===== config.mk =====
export PLATFORM = sky130hd
export DESIGN_NAME = fixed_partition_allocator_flat
export DESIGN_NICKNAME = d
export VERILOG_FILES = /design/src/design/fpa_pkg.sv /design/src/design/fpa_in_if.sv /design/src/design/fpa_out_if.sv /design/src/design/fixed_partition_allocator.sv /design/src/design/fpa_ram.sv /design/src/flat_wrapper.sv
export VERILOG_INCLUDE_DIRS = /design/src /design/src/design
export SDC_FILE = /design/constraint.sdc
export NUM_CORES = 1
export LEC_CHECK = 0
export BUFFER_PORTS_ARGS = -buffer_cell sky130_fd_sc_hd__buf_4
export CORE_MARGIN = 2
export CORE_UTILIZATION = 50
export CTS_CLUSTER_DIAMETER = 120
export DETAILED_ROUTE_END_ITERATION = 16
export PLACE_DENSITY = 0.67
export RECOVER_POWER = 100
export SYNTH_ARGS = -nofsm -noshare
export SYNTH_HDL_FRONTEND = slang
export SYNTH_HIERARCHICAL = 1
export SYNTH_SLANG_ARGS = --single-unit

===== constraint.sdc =====
create_clock -name clk -period 6.2 [get_ports clk]
set_input_delay 0.93 -clock clk [delete_from_list [all_inputs] [get_ports clk]]
set_output_delay 0.93 -clock clk [all_outputs]
set_load 0.01 [all_outputs]

===== src/design/assert_macros.svh =====
// Assertion macros shared by the allocator RTL.
// Depends on nothing; compiled out when SYNTHESIS is defined.
`ifndef ASSERT_MACROS_SVH
`define ASSERT_MACROS_SVH
`ifndef SYNTHESIS
// Clocked check that is switched off while reset is asserted.
`define FPA_ASSERT(lbl, clk, rstn, prop, msg) \
    lbl: assert property (@(posedge clk) disable iff (!(rstn)) (prop)) else $error(msg);
// Clocked check that also holds during reset.
`define FPA_ASSERT_ALWAYS(lbl, clk, prop, msg) \
    lbl: assert property (@(posedge clk) (prop)) else $error(msg);
`else
`define FPA_ASSERT(lbl, clk, rstn, prop, msg)
`define FPA_ASSERT_ALWAYS(lbl, clk, prop, msg)
`endif
`endif


===== src/design/fpa_pkg.sv =====
// Package for the fixed-partition allocator: sizes, widths and codes.
// Depends on nothing; used by the interfaces and the allocator.
`timescale 1ns / 1ps
package fpa_pkg;
    // Table geometry.
    localparam int PARTITIONS = 16;
    localparam int IDX_W      = (PARTITIONS > 1) ? $clog2(PARTITIONS) : 1;
    localparam int CNT_W      = $clog2(PARTITIONS + 1);

    // Field widths of the words.
    localparam int MODE_W   = 2;
    localparam int SIZE_W   = 16;
    localparam int STATUS_W = 2;
    localparam int SLOT_W   = 4;
    localparam int GRANT_W  = 5;
    localparam int TOTAL_W  = 20;
    localparam int POLICY_W = 2;

    // Item modes.
    localparam logic [MODE_W-1:0] MODE_APPEND  = 2'd0;
    localparam logic [MODE_W-1:0] MODE_REQUEST = 2'd1;
    localparam logic [MODE_W-1:0] MODE_RESTART = 2'd2;
    localparam logic [MODE_W-1:0] MODE_CLEAR   = 2'd3;

    // Result status codes.
    localparam logic [STATUS_W-1:0] ST_OK    = 2'd0;
    localparam logic [STATUS_W-1:0] ST_NOFIT = 2'd1;
    localparam logic [STATUS_W-1:0] ST_FULL  = 2'd2;

    // Placement policies; any other code acts as best fit.
    localparam logic [POLICY_W-1:0] POL_FIRST = 2'd0;
    localparam logic [POLICY_W-1:0] POL_WORST = 2'd1;
    localparam logic [POLICY_W-1:0] POL_BEST  = 2'd2;

    typedef logic [SIZE_W-1:0] size_t;
endpackage


===== src/design/fpa_in_if.sv =====
// Input channel of the allocator: valid/ready handshake with mode and size.
// Depends on fpa_pkg.
`timescale 1ns / 1ps
interface fpa_in_if;
    logic                         valid;
    logic                         ready;
    logic [fpa_pkg::MODE_W-1:0]   mode;
    logic [fpa_pkg::SIZE_W-1:0]   size;

    modport source (output valid, output mode, output size, input ready);
    modport sink   (input valid, input mode, input size, output ready);
endinterface


===== src/design/fpa_out_if.sv =====
// Result channel of the allocator: valid/ready handshake with outcome and totals.
// Depends on fpa_pkg.
`timescale 1ns / 1ps
interface fpa_out_if;
    logic                           valid;
    logic                           ready;
    logic [fpa_pkg::STATUS_W-1:0]   status;
    logic [fpa_pkg::SLOT_W-1:0]     slot_index;
    logic [fpa_pkg::SIZE_W-1:0]     leftover;
    logic [fpa_pkg::GRANT_W-1:0]    granted_count;
    logic [fpa_pkg::TOTAL_W-1:0]    fragmentation_total;
    logic [fpa_pkg::TOTAL_W-1:0]    memory_total;

    modport source (output valid, output status, output slot_index, output leftover,
                    output granted_count, output fragmentation_total,
                    output memory_total, input ready);
    modport sink   (input valid, input status, input slot_index, input leftover,
                    input granted_count, input fragmentation_total,
                    input memory_total, output ready);
endinterface


===== src/design/fixed_partition_allocator.sv =====
// Append, restart and clear items: idle, then done, where the result is loaded once the output is free.
// Request: idle, then scan, then done; with no partitions loaded it goes straight to done.
// The scan reads the sizes RAM one entry a cycle; a held result stalls the load in done.
// A new word is accepted from the cycle in which the result appears, even if unread.
// rst_n (async, active low) clears marks, count, totals and policy; sizes stay undefined.
// Depends on fpa_pkg, fpa_in_if, fpa_out_if, fpa_ram and assert_macros.svh.
`timescale 1ns / 1ps
`include "assert_macros.svh"
module fixed_partition_allocator (
    input  logic                          clk,
    input  logic                          rst_n,
    input  logic                          policy_we,
    input  logic [fpa_pkg::POLICY_W-1:0]  policy_wdata,
    fpa_in_if.sink                        req,
    fpa_out_if.source                     rsp
);
    localparam int CW = fpa_pkg::CNT_W;
    localparam int IW = fpa_pkg::IDX_W;
    localparam int SW = fpa_pkg::SIZE_W;
    localparam int TW = fpa_pkg::TOTAL_W;
    localparam int GW = fpa_pkg::GRANT_W;
    localparam int LW = fpa_pkg::SLOT_W;

    localparam logic [1:0] S_IDLE = 2'd0;
    localparam logic [1:0] S_SCAN = 2'd1;
    localparam logic [1:0] S_DONE = 2'd2;

    // Control and bookkeeping state.
    logic [1:0]                        state_reg, state_next;
    logic [fpa_pkg::POLICY_W-1:0]      policy_reg;
    logic [fpa_pkg::MODE_W-1:0]        mode_reg, mode_next;
    fpa_pkg::size_t                    need_reg, need_next;
    logic [CW-1:0]                     count_reg, count_next;
    logic [GW-1:0]                     granted_reg, granted_next;
    logic [TW-1:0]                     waste_reg, waste_next;
    logic [TW-1:0]                     capacity_reg, capacity_next;
    logic [fpa_pkg::PARTITIONS-1:0]    taken_reg, taken_next;

    // Scan pipeline: issue stage and compare stage.
    logic                              issue_reg, issue_next;
    logic [IW-1:0]                     issue_idx_reg, issue_idx_next;
    logic                              pend_reg, pend_next;
    logic [IW-1:0]                     pend_idx_reg, pend_idx_next;
    logic                              found_reg, found_next;
    logic [IW-1:0]                     pick_reg, pick_next;
    fpa_pkg::size_t                    pick_size_reg, pick_size_next;

    // Result register.
    logic                              out_valid_reg, out_valid_next;
    logic [fpa_pkg::STATUS_W-1:0]      status_reg, status_next;
    logic [LW-1:0]                     slot_reg, slot_next;
    fpa_pkg::size_t                    left_reg, left_next;

    // RAM port signals.
    logic                              ram_we;
    logic                              ram_re;
    fpa_pkg::size_t                    ram_rdata;
    fpa_pkg::size_t                    left_calc;
    logic                              accept;
    logic                              load;
    logic                              fits;
    logic                              better;

    fpa_ram #(
        .WIDTH (SW),
        .DEPTH (fpa_pkg::PARTITIONS)
    ) u_sizes (
        .clk   (clk),
        .we    (ram_we),
        .waddr (count_reg[IW-1:0]),
        .wdata (need_reg),
        .re    (ram_re),
        .raddr (issue_idx_reg),
        .rdata (ram_rdata)
    );

    assign accept    = req.valid && req.ready;
    assign req.ready = (state_reg == S_IDLE);
    assign load      = (state_reg == S_DONE) && (!out_valid_reg || rsp.ready);
    assign ram_re    = (state_reg == S_SCAN) && issue_reg;
    assign ram_we    = load && (mode_reg == fpa_pkg::MODE_APPEND)
                       && (count_reg < CW'(fpa_pkg::PARTITIONS));
    assign left_calc = pick_size_reg - need_reg;

    // Fit test on the entry that the RAM returns this cycle.
    always_comb
    begin
        fits   = pend_reg && !taken_reg[pend_idx_reg] && (ram_rdata >= need_reg);
        better = 1'b0;
        if (fits)
        begin
            if (!found_reg)
            begin
                better = 1'b1;
            end
            else if (policy_reg == fpa_pkg::POL_WORST)
            begin
                better = (ram_rdata > pick_size_reg);
            end
            else if (policy_reg != fpa_pkg::POL_FIRST)
            begin
                better = (ram_rdata < pick_size_reg);
            end
        end
    end

    // Sequencer, scan and read-modify-write of the bookkeeping state.
    always_comb
    begin
        state_next     = state_reg;
        mode_next      = mode_reg;
        need_next      = need_reg;
        count_next     = count_reg;
        granted_next   = granted_reg;
        waste_next     = waste_reg;
        capacity_next  = capacity_reg;
        taken_next     = taken_reg;
        issue_next     = issue_reg;
        issue_idx_next = issue_idx_reg;
        pend_next      = 1'b0;
        pend_idx_next  = issue_idx_reg;
        found_next     = found_reg;
        pick_next      = pick_reg;
        pick_size_next = pick_size_reg;
        out_valid_next = out_valid_reg && !rsp.ready;
        status_next    = status_reg;
        slot_next      = slot_reg;
        left_next      = left_reg;

        case (state_reg)
            S_IDLE:
            begin
                if (accept)
                begin
                    mode_next      = req.mode;
                    need_next      = req.size;
                    found_next     = 1'b0;
                    issue_idx_next = '0;
                    if ((req.mode == fpa_pkg::MODE_REQUEST) && (count_reg != '0))
                    begin
                        issue_next = 1'b1;
                        state_next = S_SCAN;
                    end
                    else
                    begin
                        issue_next = 1'b0;
                        state_next = S_DONE;
                    end
                end
            end
            S_SCAN:
            begin
                // Issue one read per cycle; compare the entry read last cycle.
                pend_next = issue_reg;
                if (issue_reg)
                begin
                    if ((CW'(issue_idx_reg) + CW'(1)) == count_reg)
                    begin
                        issue_next = 1'b0;
                    end
                    else
                    begin
                        issue_idx_next = issue_idx_reg + IW'(1);
                    end
                end
                if (better)
                begin
                    found_next     = 1'b1;
                    pick_next      = pend_idx_reg;
                    pick_size_next = ram_rdata;
                end
                if (!issue_reg && pend_reg)
                begin
                    state_next = S_DONE;
                end
            end
            S_DONE:
            begin
                if (load)
                begin
                    out_valid_next = 1'b1;
                    status_next    = fpa_pkg::ST_OK;
                    slot_next      = '0;
                    left_next      = '0;
                    state_next     = S_IDLE;
                    case (mode_reg)
                        fpa_pkg::MODE_APPEND:
                        begin
                            if (count_reg >= CW'(fpa_pkg::PARTITIONS))
                            begin
                                status_next = fpa_pkg::ST_FULL;
                            end
                            else
                            begin
                                slot_next                     = LW'(count_reg[IW-1:0]);
                                taken_next[count_reg[IW-1:0]] = 1'b0;
                                count_next                    = count_reg + CW'(1);
                                capacity_next = capacity_reg + TW'(need_reg);
                            end
                        end
                        fpa_pkg::MODE_REQUEST:
                        begin
                            if (found_reg)
                            begin
                                slot_next           = LW'(pick_reg);
                                left_next           = left_calc;
                                taken_next[pick_reg] = 1'b1;
                                granted_next        = granted_reg + GW'(1);
                                waste_next          = waste_reg + TW'(left_calc);
                            end
                            else
                            begin
                                status_next = fpa_pkg::ST_NOFIT;
                            end
                        end
                        fpa_pkg::MODE_RESTART:
                        begin
                            taken_next   = '0;
                            granted_next = '0;
                            waste_next   = '0;
                        end
                        default:
                        begin
                            taken_next    = '0;
                            granted_next  = '0;
                            waste_next    = '0;
                            count_next    = '0;
                            capacity_next = '0;
                        end
                    endcase
                end
            end
            default:
            begin
                state_next = S_IDLE;
            end
        endcase
    end

    // Control registers.
    always_ff @(posedge clk or negedge rst_n)
    begin
        if (!rst_n)
        begin
            state_reg     <= S_IDLE;
            policy_reg    <= fpa_pkg::POL_FIRST;
            count_reg     <= '0;
            granted_reg   <= '0;
            waste_reg     <= '0;
            capacity_reg  <= '0;
            taken_reg     <= '0;
            issue_reg     <= 1'b0;
            pend_reg      <= 1'b0;
            found_reg     <= 1'b0;
            out_valid_reg <= 1'b0;
        end
        else
        begin
            state_reg     <= state_next;
            if (policy_we)
            begin
                policy_reg <= policy_wdata;
            end
            count_reg     <= count_next;
            granted_reg   <= granted_next;
            waste_reg     <= waste_next;
            capacity_reg  <= capacity_next;
            taken_reg     <= taken_next;
            issue_reg     <= issue_next;
            pend_reg      <= pend_next;
            found_reg     <= found_next;
            out_valid_reg <= out_valid_next;
        end
    end

    // Payload registers.
    always_ff @(posedge clk)
    begin
        mode_reg      <= mode_next;
        need_reg      <= need_next;
        issue_idx_reg <= issue_idx_next;
        pend_idx_reg  <= pend_idx_next;
        pick_reg      <= pick_next;
        pick_size_reg <= pick_size_next;
        status_reg    <= status_next;
        slot_reg      <= slot_next;
        left_reg      <= left_next;
    end

    // Result word.
    assign rsp.valid               = out_valid_reg;
    assign rsp.status              = status_reg;
    assign rsp.slot_index          = slot_reg;
    assign rsp.leftover            = left_reg;
    assign rsp.granted_count       = granted_reg;
    assign rsp.fragmentation_total = waste_reg;
    assign rsp.memory_total        = capacity_reg;

    // The table never holds more partitions than it has slots.
    `FPA_ASSERT(a_count_range, clk, rst_n, count_reg <= CW'(fpa_pkg::PARTITIONS), "partition count overflow")
    // Every granted request holds exactly one taken mark.
    `FPA_ASSERT(a_marks_match, clk, rst_n, $countones(taken_reg) == 32'(granted_reg), "taken marks and grant count disagree")
    // The RAM is read only while a request scans the table.
    `FPA_ASSERT(a_read_in_scan, clk, rst_n, ram_re |-> (count_reg != '0), "read issued on empty table")
    // Loading a result always leaves a valid word at the output.
    `FPA_ASSERT(a_load_valid, clk, rst_n, load |=> (rsp.valid && (state_reg == S_IDLE)), "result not presented after load")
    // The table is written only by an append that has room.
    `FPA_ASSERT(a_write_append, clk, rst_n, ram_we |-> ((mode_reg == fpa_pkg::MODE_APPEND) && load), "unexpected table write")
endmodule


===== src/design/fpa_ram.sv =====
// Generic single-write, single-read RAM with a registered read port.
// Depends on nothing.
`timescale 1ns / 1ps
module fpa_ram #(
    parameter int WIDTH = 16,
    parameter int DEPTH = 16
) (
    input  logic                                          clk,
    input  logic                                          we,
    input  logic [((DEPTH > 1) ? $clog2(DEPTH) : 1)-1:0]  waddr,
    input  logic [WIDTH-1:0]                              wdata,
    input  logic                                          re,
    input  logic [((DEPTH > 1) ? $clog2(DEPTH) : 1)-1:0]  raddr,
    output logic [WIDTH-1:0]                              rdata
);
    logic [WIDTH-1:0] mem_reg [DEPTH];

    // Write port and registered read port.
    always_ff @(posedge clk)
    begin
        if (we)
        begin
            mem_reg[waddr] <= wdata;
        end
        if (re)
        begin
            rdata <= mem_reg[raddr];
        end
    end
endmodule

===== src/flat_wrapper.sv =====
// flat-port wrapper written by rule: the top's interface ports become plain ports
module fixed_partition_allocator_flat 
  (clk, rst_n, policy_we, policy_wdata, req_valid, req_mode, req_size, req_ready, rsp_valid, rsp_status, rsp_slot_index, rsp_leftover, rsp_granted_count, rsp_fragmentation_total, rsp_memory_total, rsp_ready);
  fpa_in_if req_i ();
  fpa_out_if rsp_i ();
  input  logic clk;
  input  logic rst_n;
  input  logic policy_we;
  input  logic [fpa_pkg::POLICY_W-1:0] policy_wdata;
  input wire logic [$bits(req_i.valid)-1:0] req_valid;
  input wire logic [$bits(req_i.mode)-1:0] req_mode;
  input wire logic [$bits(req_i.size)-1:0] req_size;
  output wire logic [$bits(req_i.ready)-1:0] req_ready;
  output wire logic [$bits(rsp_i.valid)-1:0] rsp_valid;
  output wire logic [$bits(rsp_i.status)-1:0] rsp_status;
  output wire logic [$bits(rsp_i.slot_index)-1:0] rsp_slot_index;
  output wire logic [$bits(rsp_i.leftover)-1:0] rsp_leftover;
  output wire logic [$bits(rsp_i.granted_count)-1:0] rsp_granted_count;
  output wire logic [$bits(rsp_i.fragmentation_total)-1:0] rsp_fragmentation_total;
  output wire logic [$bits(rsp_i.memory_total)-1:0] rsp_memory_total;
  input wire logic [$bits(rsp_i.ready)-1:0] rsp_ready;
  assign req_i.valid = req_valid;
  assign req_i.mode = req_mode;
  assign req_i.size = req_size;
  assign req_ready = req_i.ready;
  assign rsp_valid = rsp_i.valid;
  assign rsp_status = rsp_i.status;
  assign rsp_slot_index = rsp_i.slot_index;
  assign rsp_leftover = rsp_i.leftover;
  assign rsp_granted_count = rsp_i.granted_count;
  assign rsp_fragmentation_total = rsp_i.fragmentation_total;
  assign rsp_memory_total = rsp_i.memory_total;
  assign rsp_i.ready = rsp_ready;
  fixed_partition_allocator u_core (.clk(clk), .rst_n(rst_n), .policy_we(policy_we), .policy_wdata(policy_wdata), .req(req_i), .rsp(rsp_i));
endmodule

==> reports/results.md <==
Outcome
- complete, but fails checks — status
- capacitance limit, slew limit — violated checks

Timing
- 0 — number of failing hold endpoints at the final stage
- 79.3% — period utilisation layout
- -187% — worst rel slew slack
- 0.203 GHz — highest clock frequency the design can meet
- 0 — Final setup viols
- 0.0294 ns — Setup Skew
- 168 — max-slew violation total from the final report
- 0 ns — setup_tns
- 4.31 ns — measured slew at the worst slew-check pin
- 4.92 ns — post-route minimum period
- false — RSZ-0062 raised after global routing

Final layout
- sky130_fd_sc_hd__edfxtp_1 — commonest non-fill, non-tap cell in the layout
- 12.0% — area growth from synthesis to layout
- 256 — flip-flop count of the largest register after layout
- 336 x sky130_fd_sc_hd__edfxtp_1, 111 x sky130_fd_sc_hd__clkbuf_1, 90 x sky130_fd_sc_hd__nand2_1 — commonest cells after routing, fill and taps aside
- 56.4% — utilization after layout
- 1533 — number of nets in the finished design
- 11.3% — fraction of layout cells with a size suffix above 1

Logic synthesis
- 9.49% — synthesized-area fraction occupied by ao, oa, aoi and oai cells
- 53.4% — share of the synthesized area in the top cell type
- sky130_fd_sc_hd__edfxtp_1 — cell taking the most area after synthesis
- 8.75% — mux share of post-synthesis cell area
- 17.9% — share of async-settable or async-resettable flops after synthesis
- 7.76% — post-synthesis simple-gate area fraction
- 414 — post-synthesis register bit count
- 73 — Synth cell types
- 1407 — Net Count, Synth
- 63.6% — sequential cell area fraction in the yosys report
- sky130_fd_sc_hd__edfxtp_1 — ys flop type
- 1291 — number of standard cells after synthesis
- 2.04% — xor and xnor fraction of the mapped netlist area
- 6.14% — post-synthesis share of cell area spent on full adders, half adders and majority gates
- 0.0189 mm2 — synthesized area
- 336 — number of enable flip-flop cells after synthesis
- 14.6 um2 — mean area per synthesized cell
- compound AO/OA/AOI/OAI gates — combinational family with the most area after synthesis
- 6 — number of warning messages in the yosys log
- sky130_fd_sc_hd__edfxtp_1 53%, sky130_fd_sc_hd__dfrtp_1 9.8%, sky130_fd_sc_hd__mux4_2 6.9% — largest cells by area after synthesis

Setup path
- 0.60 ns — Critical Path Max Stage Delay
- u_core/rsp.fragmentation_total[19] — Reg2Reg Capture Point
- u_core/rsp.fragmentation_total[19] — capturing element of the worst setup path
- 5.40 ns — Data arrival, critical path
- 19 — Max FO, Critical Path
- 6.69 ns — data required time of the critical path
- 18 — R2R depth
- u_core/need_reg[0] — critical register-to-register path startpoint
- clkbuf_1 -> ha_1 -> inv_1 -> fa_1 -> a21o_1 -> a21oi_1 -> o21ai_0 -> a31o_2 -> or2_0 -> xor2_1 -> ha_1 -> a21oi_1 -> a21boi_0 -> a32o_1 -> o211ai_1 -> and2_0 -> or4b_1 -> o211ai_1 — critical path cell sequence
- 1.28 ns — reg-to-reg setup timing slack
- flop — launching element type of the critical path
- flop — endpoint type of the worst setup path
- u_core/need_reg[0] — origin of the worst setup path
- flop to flop — Critical Setup Path Class
- sky130_fd_sc_hd__clkbuf_1 — slowest CP cell

Detailed routing
- 22.1 um — routed wire length per instance
- 0 — DRC violations left
- 43400 um — Final Routed Wirelength
- 11500 — DR vias
- 5.86 — drt via density
- 1067 — violation count after the first detailed-routing iteration
- 0 — number of nets still failing antenna checks after routing
- 5 — length of the first detailed-routing pass in iterations

Power and ir drop
- 0.000378 V — peak ir drop on the vdd network
- 8410 uW — sum of internal, switching and leakage power
- 0.00770 uW — Static Leak
- 397 mW/mm2 — total power per unit cell area

GRT
- 75 — maximum number of pins on one net before global-route repair
- 3 — initial antenna violation count
- 66100 um — global-route wire length before repair
- 11300 — number of global-route vias before repair
- 22.5% — global-route usage over all layers
- 0 — sum of overflow across all layers after global routing

Clock tree
- 0.58 ns — clock network latency to the later pin of the worst-skew pair
- sky130_fd_sc_hd__clkbuf_16 — clock root buffer
- 414 — Clock Sink Count
- 0 — Hold Buf Count CTS
- 2 — H-tree depth
- 0 — post-CTS setup repair buffer count
- 43 — number of buffers created by CTS
- 3 — Bufs on Longest Clock Path
- yes — clock tree from TritonCTS
- 0 — post-cts resize count
- 0.06 ns — clock transition time at the flip-flop clock pins of the worst setup and hold paths

Placed design
- 0.874 — weighted congestion reported at the end of routability-driven placement
- 93 — Port Buffers
- 28200 um — post-detailed-placement half-perimeter wirelength

Floorplan
- 198 um — die height
- 71 — Cell Rows
- 0.0394 mm2 — die area
- 50.4% — effective utilization at floorplan
- 0.0375 mm2 — core area
- 198 um — Die Span X
- 94 — ports placed on the boundary

Min path
- flop to flop — HP Class

Job
- 5 — max-cap viol count

[where the power goes]
part / internal, uW / total [uW] / switching (uW)
Combinational: 933 / 2330 / 1390
Clock: 1350 / 2400 / 1050
Sequential: 3380 / 3680 / 296
[metal layers]
layer | track usage (%) | up-vias | part of all wire, %
met3 | 3.48 | 61 | 6.5
met4 | 5.67 | 0 | 1.9
met5 | 0 | - | 0
met1 | 32.3 | 5803 | 44
li1 | - | 5259 | -
met2 | 36.4 | 370 | 47
[worst max-delay path: cells and delay by family, from the launching register on]
kind	cells	cell delay [ns]
AOI/OAI and AO/OA	9	1.71
adders and majority gates	3	1.05
and+or+nand+nor	3	0.93
buffers and inverters	2	0.66
DFF	1	0.31
xor gates and xnor gates	1	0.17
[cells in the mapped netlist, types with 10 or more instances]
library cell and count:
sky130_fd_sc_hd__a21o_1 13, sky130_fd_sc_hd__a21oi_1 64, sky130_fd_sc_hd__a22oi_1 32, sky130_fd_sc_hd__and2_1 21
sky130_fd_sc_hd__clkbuf_1 24, sky130_fd_sc_hd__dfrtp_1 74, sky130_fd_sc_hd__edfxtp_1 336, sky130_fd_sc_hd__ha_1 88
sky130_fd_sc_hd__inv_1 53, sky130_fd_sc_hd__mux4_1 10, sky130_fd_sc_hd__mux4_2 58, sky130_fd_sc_hd__nand2_1 90
sky130_fd_sc_hd__nand2b_1 17, sky130_fd_sc_hd__nand3_1 24, sky130_fd_sc_hd__nand4_1 12, sky130_fd_sc_hd__nor2_1 59
sky130_fd_sc_hd__nor2b_1 17, sky130_fd_sc_hd__nor3_1 13, sky130_fd_sc_hd__o21ai_0 74, sky130_fd_sc_hd__o31ai_1 12
sky130_fd_sc_hd__xnor2_1 25, sky130_fd_sc_hd__xor2_1 19
[area by class of cell]
class                   instances  area, um2
diodes                          1       2.50
clock inverters                15        114
multi-input cells             782       6430
fillers                      3094      16300
flip-flops and latches        414      12000
repair buffers                122        552
clock buffers                  62       1200
inverters                      54        203
well taps                     511        639
[how the worst min path moves through the flow]
stage / cells after the start / slack (ns) / to / startpoint
6_report: 0 / 0.46 / u_core/pick_reg[3] / u_core/pend_idx_reg[3]
2_1_floorplan: 0 / 0.39 / u_core/pend_idx_reg[1] / u_core/issue_idx_reg[1]
3_5_place_dp: 0 / 0.45 / u_core/pick_reg[3] / u_core/pend_idx_reg[3]
4_1_cts: 0 / 0.46 / u_core/pick_reg[3] / u_core/pend_idx_reg[3]
5_1_grt: 0 / 0.47 / u_core/pick_reg[3] / u_core/pend_idx_reg[3]
3_3_place_gp: 0 / 0.46 / u_core/pick_reg[3] / u_core/pend_idx_reg[3]
[stage by stage]
| stage | instances | worst slack [ns] | hold WS, ns | area, um2 |
|---|---|---|---|---|
| 3_3_place_gp | 1883 | 1.88 | 0.459 | 20300 |
| 6_report | 1961 | 1.28 | 0.459 | 21200 |
| 3_5_place_dp | 1883 | 1.72 | 0.448 | 20300 |
| 2_1_floorplan | 1291 | 2.13 | 0.390 | 18900 |
| 5_1_grt | 1960 | 0.829 | 0.474 | 21200 |
| 4_1_cts | 1960 | 1.68 | 0.462 | 21600 |
[cell families after synthesis]
family	after synthesis
AO/OA/AOI/OAI	279
XOR/XNOR	44
adder cells (fa/ha/maj)	91
buffers and inverters	95
flip-flops	414
multiplexers	76
AND/OR/NAND/NOR	292
(Power assumes the default switching activity.)
